<file path="src/sbqm_pkg.sv">
// package for the stereo biquad cascade mixer
// register indexes, section codes, widths; used by the top level, not by sbqm_ram
package sbqm_pkg;
  localparam int CHANNELS_DEF    = 2;
  localparam int SAMPLE_BITS_DEF = 24;
  localparam int NUM_SECT  = 5;
  localparam int COEF_BITS = 20;
  localparam int COEF_FRAC = 17;
  localparam int REG_BITS  = 60;
  localparam int IDX_BITS  = 3;
  localparam int ACC_BITS  = 64;

  // register indexes
  localparam logic [IDX_BITS-1:0] REG_HP   = 3'd0;
  localparam logic [IDX_BITS-1:0] REG_LP   = 3'd1;
  localparam logic [IDX_BITS-1:0] REG_BP   = 3'd2;
  localparam logic [IDX_BITS-1:0] REG_NO   = 3'd3;
  localparam logic [IDX_BITS-1:0] REG_PAR  = 3'd4;
  localparam logic [IDX_BITS-1:0] REG_MASK = 3'd5;

  // section codes
  localparam logic [2:0] SEC_HP  = 3'd0;
  localparam logic [2:0] SEC_LP  = 3'd1;
  localparam logic [2:0] SEC_BP  = 3'd2;
  localparam logic [2:0] SEC_NO  = 3'd3;
  localparam logic [2:0] SEC_PAR = 3'd4;

  // history tap codes
  localparam logic [1:0] TAP_X1 = 2'd0;
  localparam logic [1:0] TAP_X2 = 2'd1;
  localparam logic [1:0] TAP_Y1 = 2'd2;
  localparam logic [1:0] TAP_Y2 = 2'd3;
endpackage

</file>
<file path="src/stereo_biquad_cascade_mixer.sv">
// top level of the stereo biquad cascade mixer: sequencer, one shared mac
// depends on sbqm_pkg and sbqm_ram
//
// channel | signals                                | direction
// in      | in_valid in_ready sample_in channel    | request in
// out     | out_valid out_ready sample_out         | request out
// cfg     | cfg_valid cfg_ready cfg_index cfg_data | register write
//
// after acceptance the sequencer steps through ST_SEL to find the first enabled
// section, then per enabled section does a read setup, five mac steps and four
// history writes, and finally raises out_valid from ST_DONE; the work is
// serialised by the single 21x32 multiplier and the one history ram.
// after reset a clearing pass zeroes all CHANNELS*20 words of the history ram;
// requests wait for it. while a result waits in the output register no new
// request is taken.
module stereo_biquad_cascade_mixer
  import sbqm_pkg::*;
#(
  parameter int CHANNELS    = CHANNELS_DEF,
  parameter int SAMPLE_BITS = SAMPLE_BITS_DEF
) (
  input  logic                          clk,
  input  logic                          rst,
  input  logic                          in_valid,
  output logic                          in_ready,
  input  logic signed [SAMPLE_BITS-1:0] sample_in,
  input  logic                          channel,
  output logic                          out_valid,
  input  logic                          out_ready,
  output logic signed [SAMPLE_BITS-1:0] sample_out,
  input  logic                          cfg_valid,
  output logic                          cfg_ready,
  input  logic [IDX_BITS-1:0]           cfg_index,
  input  logic [REG_BITS-1:0]           cfg_data
);
  localparam int DEPTH = CHANNELS * NUM_SECT * 4;
  localparam int AW    = $clog2(DEPTH);
  localparam int CW    = (CHANNELS > 1) ? $clog2(CHANNELS) : 1;
  localparam int CFW   = COEF_BITS + 1;
  localparam logic signed [SAMPLE_BITS-1:0] FULL = {1'b0, {(SAMPLE_BITS-1){1'b1}}};

  typedef enum logic [6:0] {
    ST_CLEAR = 7'b0000001,
    ST_IDLE  = 7'b0000010,
    ST_SEL   = 7'b0000100,
    ST_RD    = 7'b0001000,
    ST_MAC   = 7'b0010000,
    ST_WB    = 7'b0100000,
    ST_DONE  = 7'b1000000
  } state_t;

  state_t state;
  logic [REG_BITS-1:0] coefs [NUM_SECT];
  logic [4:0] enable_mask;
  logic [AW-1:0] clr_addr;
  logic [CW-1:0] ch;
  logic [2:0] sec;
  logic [2:0] step;
  logic signed [31:0] xin, xcur, ycas, h0, h2;
  logic signed [ACC_BITS-1:0] acc;
  logic signed [SAMPLE_BITS-1:0] res;

  // ram ports
  logic we;
  logic [AW-1:0] waddr, raddr;
  logic [31:0] wdata, rdata;

  sbqm_ram #(.WIDTH(32), .DEPTH(DEPTH)) u_hist (
    .clk(clk), .we(we), .waddr(waddr), .wdata(wdata), .raddr(raddr), .rdata(rdata)
  );

  function automatic logic [AW-1:0] hist_addr(logic [CW-1:0] c, logic [2:0] s,
                                              logic [1:0] t);
    return AW'((32'(c) * NUM_SECT + 32'(s)) * 4 + 32'(t));
  endfunction

  // coefficient selection for the current step, one bit wider so negation holds
  logic signed [CFW-1:0] b0, a1, a2, cf;
  logic signed [31:0] dat;
  logic [1:0] tap;
  always_comb begin
    b0 = CFW'($signed(coefs[sec][19:0]));
    a1 = CFW'($signed(coefs[sec][39:20]));
    a2 = CFW'($signed(coefs[sec][59:40]));
    cf = '0;
    dat = '0;
    tap = TAP_X1;
    case (step)
      3'd0: begin cf = b0; dat = xcur; tap = TAP_X1; end
      3'd1: begin
        tap = TAP_X1; dat = rdata;
        case (sec)
          SEC_HP:  cf = -b0;
          SEC_BP:  cf = '0;
          SEC_NO:  cf = a1;
          default: cf = b0;
        endcase
      end
      3'd2: begin tap = TAP_X2; dat = rdata; cf = (sec == SEC_BP) ? -b0 : b0; end
      3'd3: begin tap = TAP_Y1; dat = rdata; cf = -a1; end
      3'd4: begin tap = TAP_Y2; dat = rdata; cf = -a2; end
      default: ;
    endcase
  end

  // the one multiplier; b1 of 2b0 / -2b0 is applied by doubling
  logic signed [51:0] prod;
  logic dbl;
  assign dbl = (step == 3'd1) && (sec != SEC_NO) && (sec != SEC_BP);
  assign prod = 52'(cf) * 52'(dat);

  // round and saturate acc
  logic signed [ACC_BITS-1:0] rnd;
  logic signed [31:0] ysat;
  always_comb begin
    rnd = (acc + (64'sd1 <<< (COEF_FRAC - 1))) >>> COEF_FRAC;
    if (rnd > 64'sd2147483647) ysat = 32'sh7fffffff;
    else if (rnd < -64'sd2147483648) ysat = 32'sh80000000;
    else ysat = rnd[31:0];
  end

  // next enabled section from sec+1
  logic [2:0] nxt;
  logic nxt_ok;
  always_comb begin
    nxt = sec;
    nxt_ok = 1'b0;
    for (int i = NUM_SECT - 1; i >= 0; i--) begin
      if (i > int'(sec) && enable_mask[i]) begin
        nxt = 3'(i);
        nxt_ok = 1'b1;
      end
    end
  end

  logic signed [32:0] mix;
  assign mix = 33'(ycas) + 33'(ysat);

  assign in_ready  = (state == ST_IDLE) && !out_valid;
  assign cfg_ready = 1'b1;
  assign sample_out = res;

  // read address set in the cycle before the mac step that uses the tap
  always_comb begin
    raddr = hist_addr(ch, sec, tap);
    we = 1'b0;
    waddr = clr_addr;
    wdata = '0;
    case (state)
      ST_CLEAR: we = 1'b1;
      ST_SEL:   raddr = hist_addr(ch, sec, TAP_X1);
      ST_RD:    raddr = hist_addr(ch, sec, TAP_X2);
      ST_MAC: begin
        case (step)
          3'd0: raddr = hist_addr(ch, sec, TAP_X1);
          3'd1: raddr = hist_addr(ch, sec, TAP_X2);
          3'd2: raddr = hist_addr(ch, sec, TAP_Y1);
          default: raddr = hist_addr(ch, sec, TAP_Y2);
        endcase
      end
      ST_WB: begin
        we = 1'b1;
        case (step)
          3'd0: begin waddr = hist_addr(ch, sec, TAP_X2); wdata = h0; end
          3'd1: begin waddr = hist_addr(ch, sec, TAP_X1); wdata = xcur; end
          3'd2: begin waddr = hist_addr(ch, sec, TAP_Y2); wdata = h2; end
          default: begin waddr = hist_addr(ch, sec, TAP_Y1); wdata = ysat; end
        endcase
      end
      default: ;
    endcase
  end

  // output saturation of a value
  function automatic logic signed [SAMPLE_BITS-1:0] osat(logic signed [32:0] v);
    if (v > 33'(FULL)) return FULL;
    if (v < -33'(FULL)) return -FULL;
    return v[SAMPLE_BITS-1:0];
  endfunction

  // configuration registers
  always_ff @(posedge clk) begin
    if (rst) begin
      for (int i = 0; i < NUM_SECT; i++) coefs[i] <= '0;
      enable_mask <= '0;
    end else if (cfg_valid) begin
      case (cfg_index)
        REG_HP, REG_LP, REG_BP, REG_NO, REG_PAR: coefs[cfg_index] <= cfg_data;
        REG_MASK: enable_mask <= cfg_data[4:0];
        default: ;
      endcase
    end
  end

  // sequencer
  always_ff @(posedge clk) begin
    if (rst) begin
      state <= ST_CLEAR;
      clr_addr <= '0;
      out_valid <= 1'b0;
    end else begin
      if (out_valid && out_ready) out_valid <= 1'b0;
      case (state)
        ST_CLEAR: begin
          clr_addr <= clr_addr + 1'b1;
          if (clr_addr == AW'(DEPTH - 1)) state <= ST_IDLE;
        end
        ST_IDLE: if (in_valid && in_ready) begin
          xin <= 32'(sample_in);
          xcur <= 32'(sample_in);
          ycas <= 32'(sample_in);
          ch <= (32'(channel) >= CHANNELS) ? CW'(CHANNELS - 1) : CW'(channel);
          sec <= '0;
          state <= ST_SEL;
        end
        ST_SEL: begin
          // find first enabled section at or after sec
          if (enable_mask[sec]) begin
            if (sec == SEC_PAR) xcur <= xin;
            state <= ST_RD;
          end else if (sec == SEC_PAR) begin
            res <= osat(33'(ycas));
            state <= ST_DONE;
          end else begin
            sec <= sec + 1'b1;
          end
        end
        ST_RD: begin
          acc <= '0;
          step <= '0;
          state <= ST_MAC;
        end
        ST_MAC: begin
          acc <= acc + (dbl ? 64'(prod) <<< 1 : 64'(prod));
          if (step == 3'd1) h0 <= rdata;
          if (step == 3'd3) h2 <= rdata;
          step <= step + 1'b1;
          if (step == 3'd4) begin
            step <= '0;
            state <= ST_WB;
          end
        end
        ST_WB: begin
          step <= step + 1'b1;
          if (step == 3'd3) begin
            if (sec == SEC_PAR) begin
              res <= osat(mix >>> 1);
              state <= ST_DONE;
            end else begin
              ycas <= ysat;
              // the parallel section filters the raw input
              xcur <= (nxt == SEC_PAR) ? xin : ysat;
              if (nxt_ok) begin
                sec <= nxt;
                state <= ST_RD;
              end else begin
                res <= osat(33'(ysat));
                state <= ST_DONE;
              end
            end
          end
        end
        ST_DONE: begin
          out_valid <= 1'b1;
          state <= ST_IDLE;
        end
        default: state <= ST_IDLE;
      endcase
    end
  end
endmodule

</file>
<file path="src/sbqm_ram.sv">
// generic ram with one write port and one registered read port
// no dependencies
module sbqm_ram #(
  parameter int WIDTH = 32,
  parameter int DEPTH = 40
) (
  input  logic                     clk,
  input  logic                     we,
  input  logic [$clog2(DEPTH)-1:0] waddr,
  input  logic [WIDTH-1:0]         wdata,
  input  logic [$clog2(DEPTH)-1:0] raddr,
  output logic [WIDTH-1:0]         rdata
);
  logic [WIDTH-1:0] mem [DEPTH];

  always_ff @(posedge clk) begin
    if (we) begin
      mem[waddr] <= wdata;
    end
    rdata <= mem[raddr];
  end
endmodule
</file>
<file path="config.mk">
export PLATFORM = sky130hd
export DESIGN_NAME = stereo_biquad_cascade_mixer
export DESIGN_NICKNAME = d
export VERILOG_FILES = /design/src/sbqm_pkg.sv /design/src/stereo_biquad_cascade_mixer.sv /design/src/sbqm_ram.sv
export SDC_FILE = /design/constraint.sdc
export NUM_CORES = 2
export LEC_CHECK = 0
export BUFFER_PORTS_ARGS = -buffer_cell sky130_fd_sc_hd__buf_4
export CELL_PAD_IN_SITES_DETAIL_PLACEMENT = 0
export CELL_PAD_IN_SITES_GLOBAL_PLACEMENT = 1
export CORE_UTILIZATION = 48
export DETAILED_ROUTE_END_ITERATION = 16
export PLACE_DENSITY_LB_ADDON = 0.25
export SLEW_MARGIN = 40
export SYNTH_ARGS = -nofsm -noshare
export SYNTH_HDL_FRONTEND = slang
export SYNTH_SLANG_ARGS = --single-unit
export TNS_END_PERCENT = 100
</file>
<file path="constraint.sdc">
create_clock -name clk -period 12.1 [get_ports clk]
set_input_delay 0 -clock clk [delete_from_list [all_inputs] [get_ports clk]]
set_output_delay 0 -clock clk [all_outputs]
set_load 0.05 [all_outputs]
</file>
== After elaboration in Yosys (flattened, before gate mapping) ==
Memories as Yosys holds them, arrays and structs flattened. A register that Yosys moved wholly into a read port is not among the register bits.
Index checks and enable logic that the tools add are counted.
Storage, ports and cells
  register bits: 266
  RAM bits: 1580
  input bits: 93
  output and inout bits: 27
  word-level logic and storage cells: 236
  memories kept: 2
Memories
  u_hist.mem: words 40, bits a word 32, read ports 1, clocked after Yosys merged registers in 1, wr ports 1, line sbqm_ram.sv:14  | logic [WIDTH-1:0] mem [DEPTH];
  coefs: words 5, bits a word 60, read ports 1, clocked after Yosys merged registers in 1, wr ports 5, line stereo_biquad_cascade_mixer.sv:53  | logic [REG_BITS-1:0] coefs [NUM_SECT];
Cells by class
  $add $sub $neg: 14
  $mul: 2
  magnitude comparators: 13
  equality and inequality tests: 35
  muxes and demuxes: 121
  bitwise operators: 1
  reductions and logical operators: 34
Operator list (number)
  2-to-1 mux 24 bit: 17
  2-to-1 mux 32 bit: 11
  one-hot mux 32 bit (3 select lines): 2
  one-hot mux 32 bit (2 select lines): 2
  one-hot mux 64 bit (2 select lines): 1
  one-hot mux 21 bit (5 select lines): 1
  greater-than comparator 32 x 24 -> 1 bit (second input constant): 3
  < comparator 32 x 24 -> 1 bit (second input constant): 3
  adder 64 x 18 -> 64 bit (second input constant): 1
  adder 64 x 53 -> 64 bit: 1
  negation 20 -> 21 bit: 3
  one-hot mux 21 bit (3 select lines): 1
  2-to-1 mux 60 bit: 1
  OR reduction 60 bit: 1
  2-to-1 mux 7 bit: 8
  one-hot mux 6 bit (3 select lines): 3
  multiplier 21 x 32 -> 52 bit: 1
  2-to-1 mux 1 bit: 52
  2-to-1 mux 52 bit: 1
  one-hot mux 24 bit (2 select lines): 1
  greater-than comparator 47 x 32 -> 1 bit (second input constant): 1
  < comparator 47 x 32 -> 1 bit (second input constant): 1
  one-hot mux 7 bit (6 select lines): 1
  2-to-1 mux 3 bit: 13
  other kinds (46): 90

== Depth between registers and ports, before layout ==
  depth in word-level cells: 23
  depth in mapped cells: 59
  depth with buffers taken out: 54

== Hierarchy ==
Synthesis repeated with hierarchy kept, for this count alone.
Unflattened totals
  cells, all modules: 8692
  area total of the unflattened synthesis: 115091.6 µm²
By module, submodules not included
  stereo_biquad_cascade_mixer: times used 1, cells an instance 6130, area each 64458.1 µm², sequential area each 22271.4 µm²
  sbqm_ram: times used 1, cells an instance 2562, area each 50633.6 µm², sequential area each 39077.5 µm²

== Least setup slack after synthesis ==
No wires, ideal clock.
  kind: register -> register
  start point: register (tool-made name)
  end point: register acc[62] (data pin)
  library setup time: 258 ps
  arrival time: 12450 ps
  required time: 11842 ps
  path slack: -608 ps
  stages on the path, launching flop included: 51
  path buffers: 4
  clock period less this slack: 12708 ps
  path through: dfxtp_1 buf_6 buf_12 buf_2 mux4_2 mux2i_1 ha_1 nand3_1 nor4_2 a21oi_1 a21boi_0 o32ai_1 a211oi_1 clkbuf_1 nor2_1 fa_1 fa_1 fa_1 (+15 left out) a21o_1 a21oi_1 xor2_1 o21ai_0 ha_1 a21oi_1 o21ai_0 a21o_1 a21o_1 a21o_1 a21oi_1 o21a_1 o21ai_0 a2111oi_0 nor3_1 o2111ai_1 nand3_1 nor3b_1
RTL lines
  to (signal assigned): line stereo_biquad_cascade_mixer.sv:234  | acc <= acc + (dbl ? 64'(prod) <<< 1 : 64'(prod));
  to (decl): line stereo_biquad_cascade_mixer.sv:60  | logic signed [ACC_BITS-1:0] acc;

==> key figures <==
Outcome
  • Status: finished with violations
  • Failing checks: negative setup slack

Placed design
  • Post-DP HPWL: about 230 mm
  • Placer Congestion: just over 0.9
  • IO Port Bufs: around 120
  • Worst slack, placed: -0.978 ns
  • Dpl cells: 13,655

Drt
  • Drt total wl: around 360 mm
  • DRC Markers: 0
  • DR vias: around 82,000
  • Via/cell ratio: approximately 5.8
  • WL/cell: between 20 and 25 microns
  • First-pass DRT Iterations: 8
  • Initial DRC count: 8,160
  • Final ANT Viol Nets: 0

Yosys
  • Mapped cell area: between 0.1 and 0.15 sq mm
  • Post-synthesis instance total: about 10,000
  • YS warnings: 0
  • Seq/Total Area, Yosys: 53.1%
  • Top-area cell type share of the netlist area: a little over half
  • Synth area leader: edfxtp_1
  • Largest cells by area after synthesis: edfxtp_1 (52%), fa_1 (11%), nand2_1 (6.7%), inv_1 (2.8%), ha_1 (2.7%)
  • Syn_area_per_cell: 11.6 sq um
  • #FFs+latches synth: approximately 2,000
  • Ys async rst share: 0%
  • Distinct cell type count after synthesis: just under 100
  • Ys flop type: edfxtp_1
  • EDFF count, synth: about 2,000

STA
  • Final min period: between 10 and 15 ns
  • RSZ-0062 raised after global routing: yes
  • Final hold violations: 0
  • Fmax: ~81 MHz
  • Slew headroom: about 39%
  • Period utilization: 102%
  • Final Max Slew Viols: 0
  • Slew @ Worst Pin: just over 0.9 ns
  • Final worst slack: -0.228 ns
  • TNS Setup: -1.11 ns
  • Final setup fails: 11
  • Worst Skew: ~0.12 ns

Worst setup path
  • Worst EP required: approximately 13 ns
  • Worst Path Max Fanout: 12
  • Critical path endpoint category: flip-flop
  • Critical path startpoint category: flip-flop
  • Crit Path Class: flip-flop to flip-flop
  • Worst path most repeated cell: fa_1
  • Critical path's slowest cell: mux4_1
  • Crit path DAT: 12.91 ns
  • Worst path max stage delay: approximately 0.61 ns

Layout
  • Post-Route Utilization: a little under 60%
  • Non-filler cells, final: about 14,000
  • Commonest non-fill, non-tap cell in the layout: nand2_1
  • Layout area overhead: 19.4%
  • Layout cells sized above 1: 17.4%
  • Nets: roughly 12,000
  • Commonest non-fill, non-tap cells in the layout: nand2_1 (2,034), edfxtp_1 (2,007), buf_4 (886)

Clocking
  • Worst skew pair latency: 0.89 ns
  • CTS Buffer Depth: 3
  • CTS sink cnt: 2,061
  • Clk slew on worst S/H paths: ~0.060 ns
  • Num CTS Buffers: 205
  • CTS tree: built
  • Root buf cell: clkbuf_16
  • H-Tree Depth: 4

Die
  • Die H: between 400 and 500 microns
  • Core footprint: ~0.24 sq mm
  • Initial Utilization: 48.4%
  • I/O pin count: 120
  • Die Span X: around 490 microns
  • DIE AREA: between 0.2 and 0.25 sq mm
  • Row Count: 179

Min path
  • Hold crit path type: input port to flip-flop

GRT
  • Total Routing Usage GR: 29.3%
  • Vias in the first global route: a little over 80,000
  • Initial antenna violation count: 33
  • First-pass GRT wire length: 530 mm
  • GR Overflow Total: 0
  • Largest net degree at the start of global routing: between 150 and 200

Flow run
  • Max-Cap Viols: 0
-- registers in the layout, summed over array words and instances (netlist names), named ones only --
| register | flops |
|---|---|
| xin | 24 |
| h2 | 32 |
| out_valid | 1 |
| state | 7 |
| clr_addr | 6 |
| u_hist.mem | 1280 |
| coefs | 480 |
| h0 | 32 |
| acc | 64 |
| step | 3 |
| sample_out | 24 |
| ch | 1 |
| sec | 3 |
| ycas | 32 |
| u_hist.rdata | 32 |
| enable_mask | 5 |
| xcur | 32 |
-- metal layers --
metal  track usage [%]  part of all wire, %  routed length, microns
met1              39.2                   41                  145000
met2              48.5                   48                  172000
met5                 0               0.0095                      34
met4              11.6                  4.5                   16000
met3              4.00                  6.7                   24100
-- layout make-up --
type / instances / area, sq um
diodes: 15 / 37.5
repair buffers: 1188 / 10600
flip-flops and latches: 2061 / 61400
fillers: 19475 / 101000
inverters: 872 / 3270
multi-input cells: 6632 / 51800
clock inverters: 121 / 1470
well taps: 3167 / 3960
clock buffers: 255 / 5390
-- path summary, 6_finish.rpt --
check / start / endpoint / slack [ns] / cells past startpoint
setup / recovery: flip-flop / acc[62] / -0.23 / 55
hold / removal: cfg_data[57] / coefs[0][57] / 0.03 / 3
setup reg to reg: flip-flop / acc[62] / -0.23 / 55
hold reg to reg: u_hist.rdata[27] / h0[27] / 0.46 / 0
-- critical path: cells and delay by family, from the launching register on --
family                   cells  cell delay, ns
AO/OA/AOI/OAI               14            2.60
adder cells (fa/ha/maj)      9            3.71
AND/OR/NAND/NOR             15            2.67
XOR/XNOR                     2            0.20
buffers and inverters       12            1.24
multiplexers                 3            1.24
flip-flops                   1            0.40
-- cell usage after synthesis (10+ instances only) --
library cell	number
a211oi_1	54
a21o_1	64
a21oi_1	326
a221oi_1	35
a222oi_1	24
a22o_1	65
a22oi_1	10
a311oi_1	261
a31oi_1	89
and2_1	394
and3_1	181
and4_1	11
buf_1	39
buf_2	24
clkbuf_1	516
dfxtp_1	54
edfxtp_1	2007
fa_1	663
ha_1	245
inv_1	870
mux2_2	10
mux2i_1	73
mux4_1	20
mux4_2	101
nand2_1	2061
nand2b_1	34
nand3_1	388
nand3b_1	14
nand4_1	47
nor2_1	383
nor2b_1	75
nor3_1	63
nor3b_1	12
nor4_1	33
o211ai_1	17
o21a_1	28
o21ai_0	145
o21ai_1	33
o21bai_1	22
o22ai_1	37
o31ai_1	21
or2_2	24
or3_1	13
xnor2_1	142
xor2_1	91
-- kinds of logic after synthesis --
family | synth area share [%]
xor gates and xnor gates | 1.80
DFF | 53.1
and+or+nand+nor | 14.8
muxes | 3.24
adders and majority gates | 14.2
AOI/OAI and AO/OA | 8.02
other | 0.00651
buffers and inverters | 4.85
-- what timing repair did --
item | CTS | global route
buffers inserted | 60 | 40
resized for setup | 247 | 225
hold buffers | 160 | 2
endpoints found under the setup margin | 25 | 30
endpoints found under the hold margin | 627 | 2
pin swaps | 208 | 168
cloned | 2 | 1
-- stage by stage --
stage / instance area (sq um) / hold slack (ns)
after floorplan: 116000 / 0.0989
after global placement: 126000 / 0.208
after detailed placement: 126000 / 0.207
after CTS: 136000 / 0.000372
after global routing: 138000 / 0.00468
final: 138000 / 0.0340
Power is left out: the tool's default activity adds up to more than one toggle a clock period on the data nets, which glitch-free logic cannot reach.
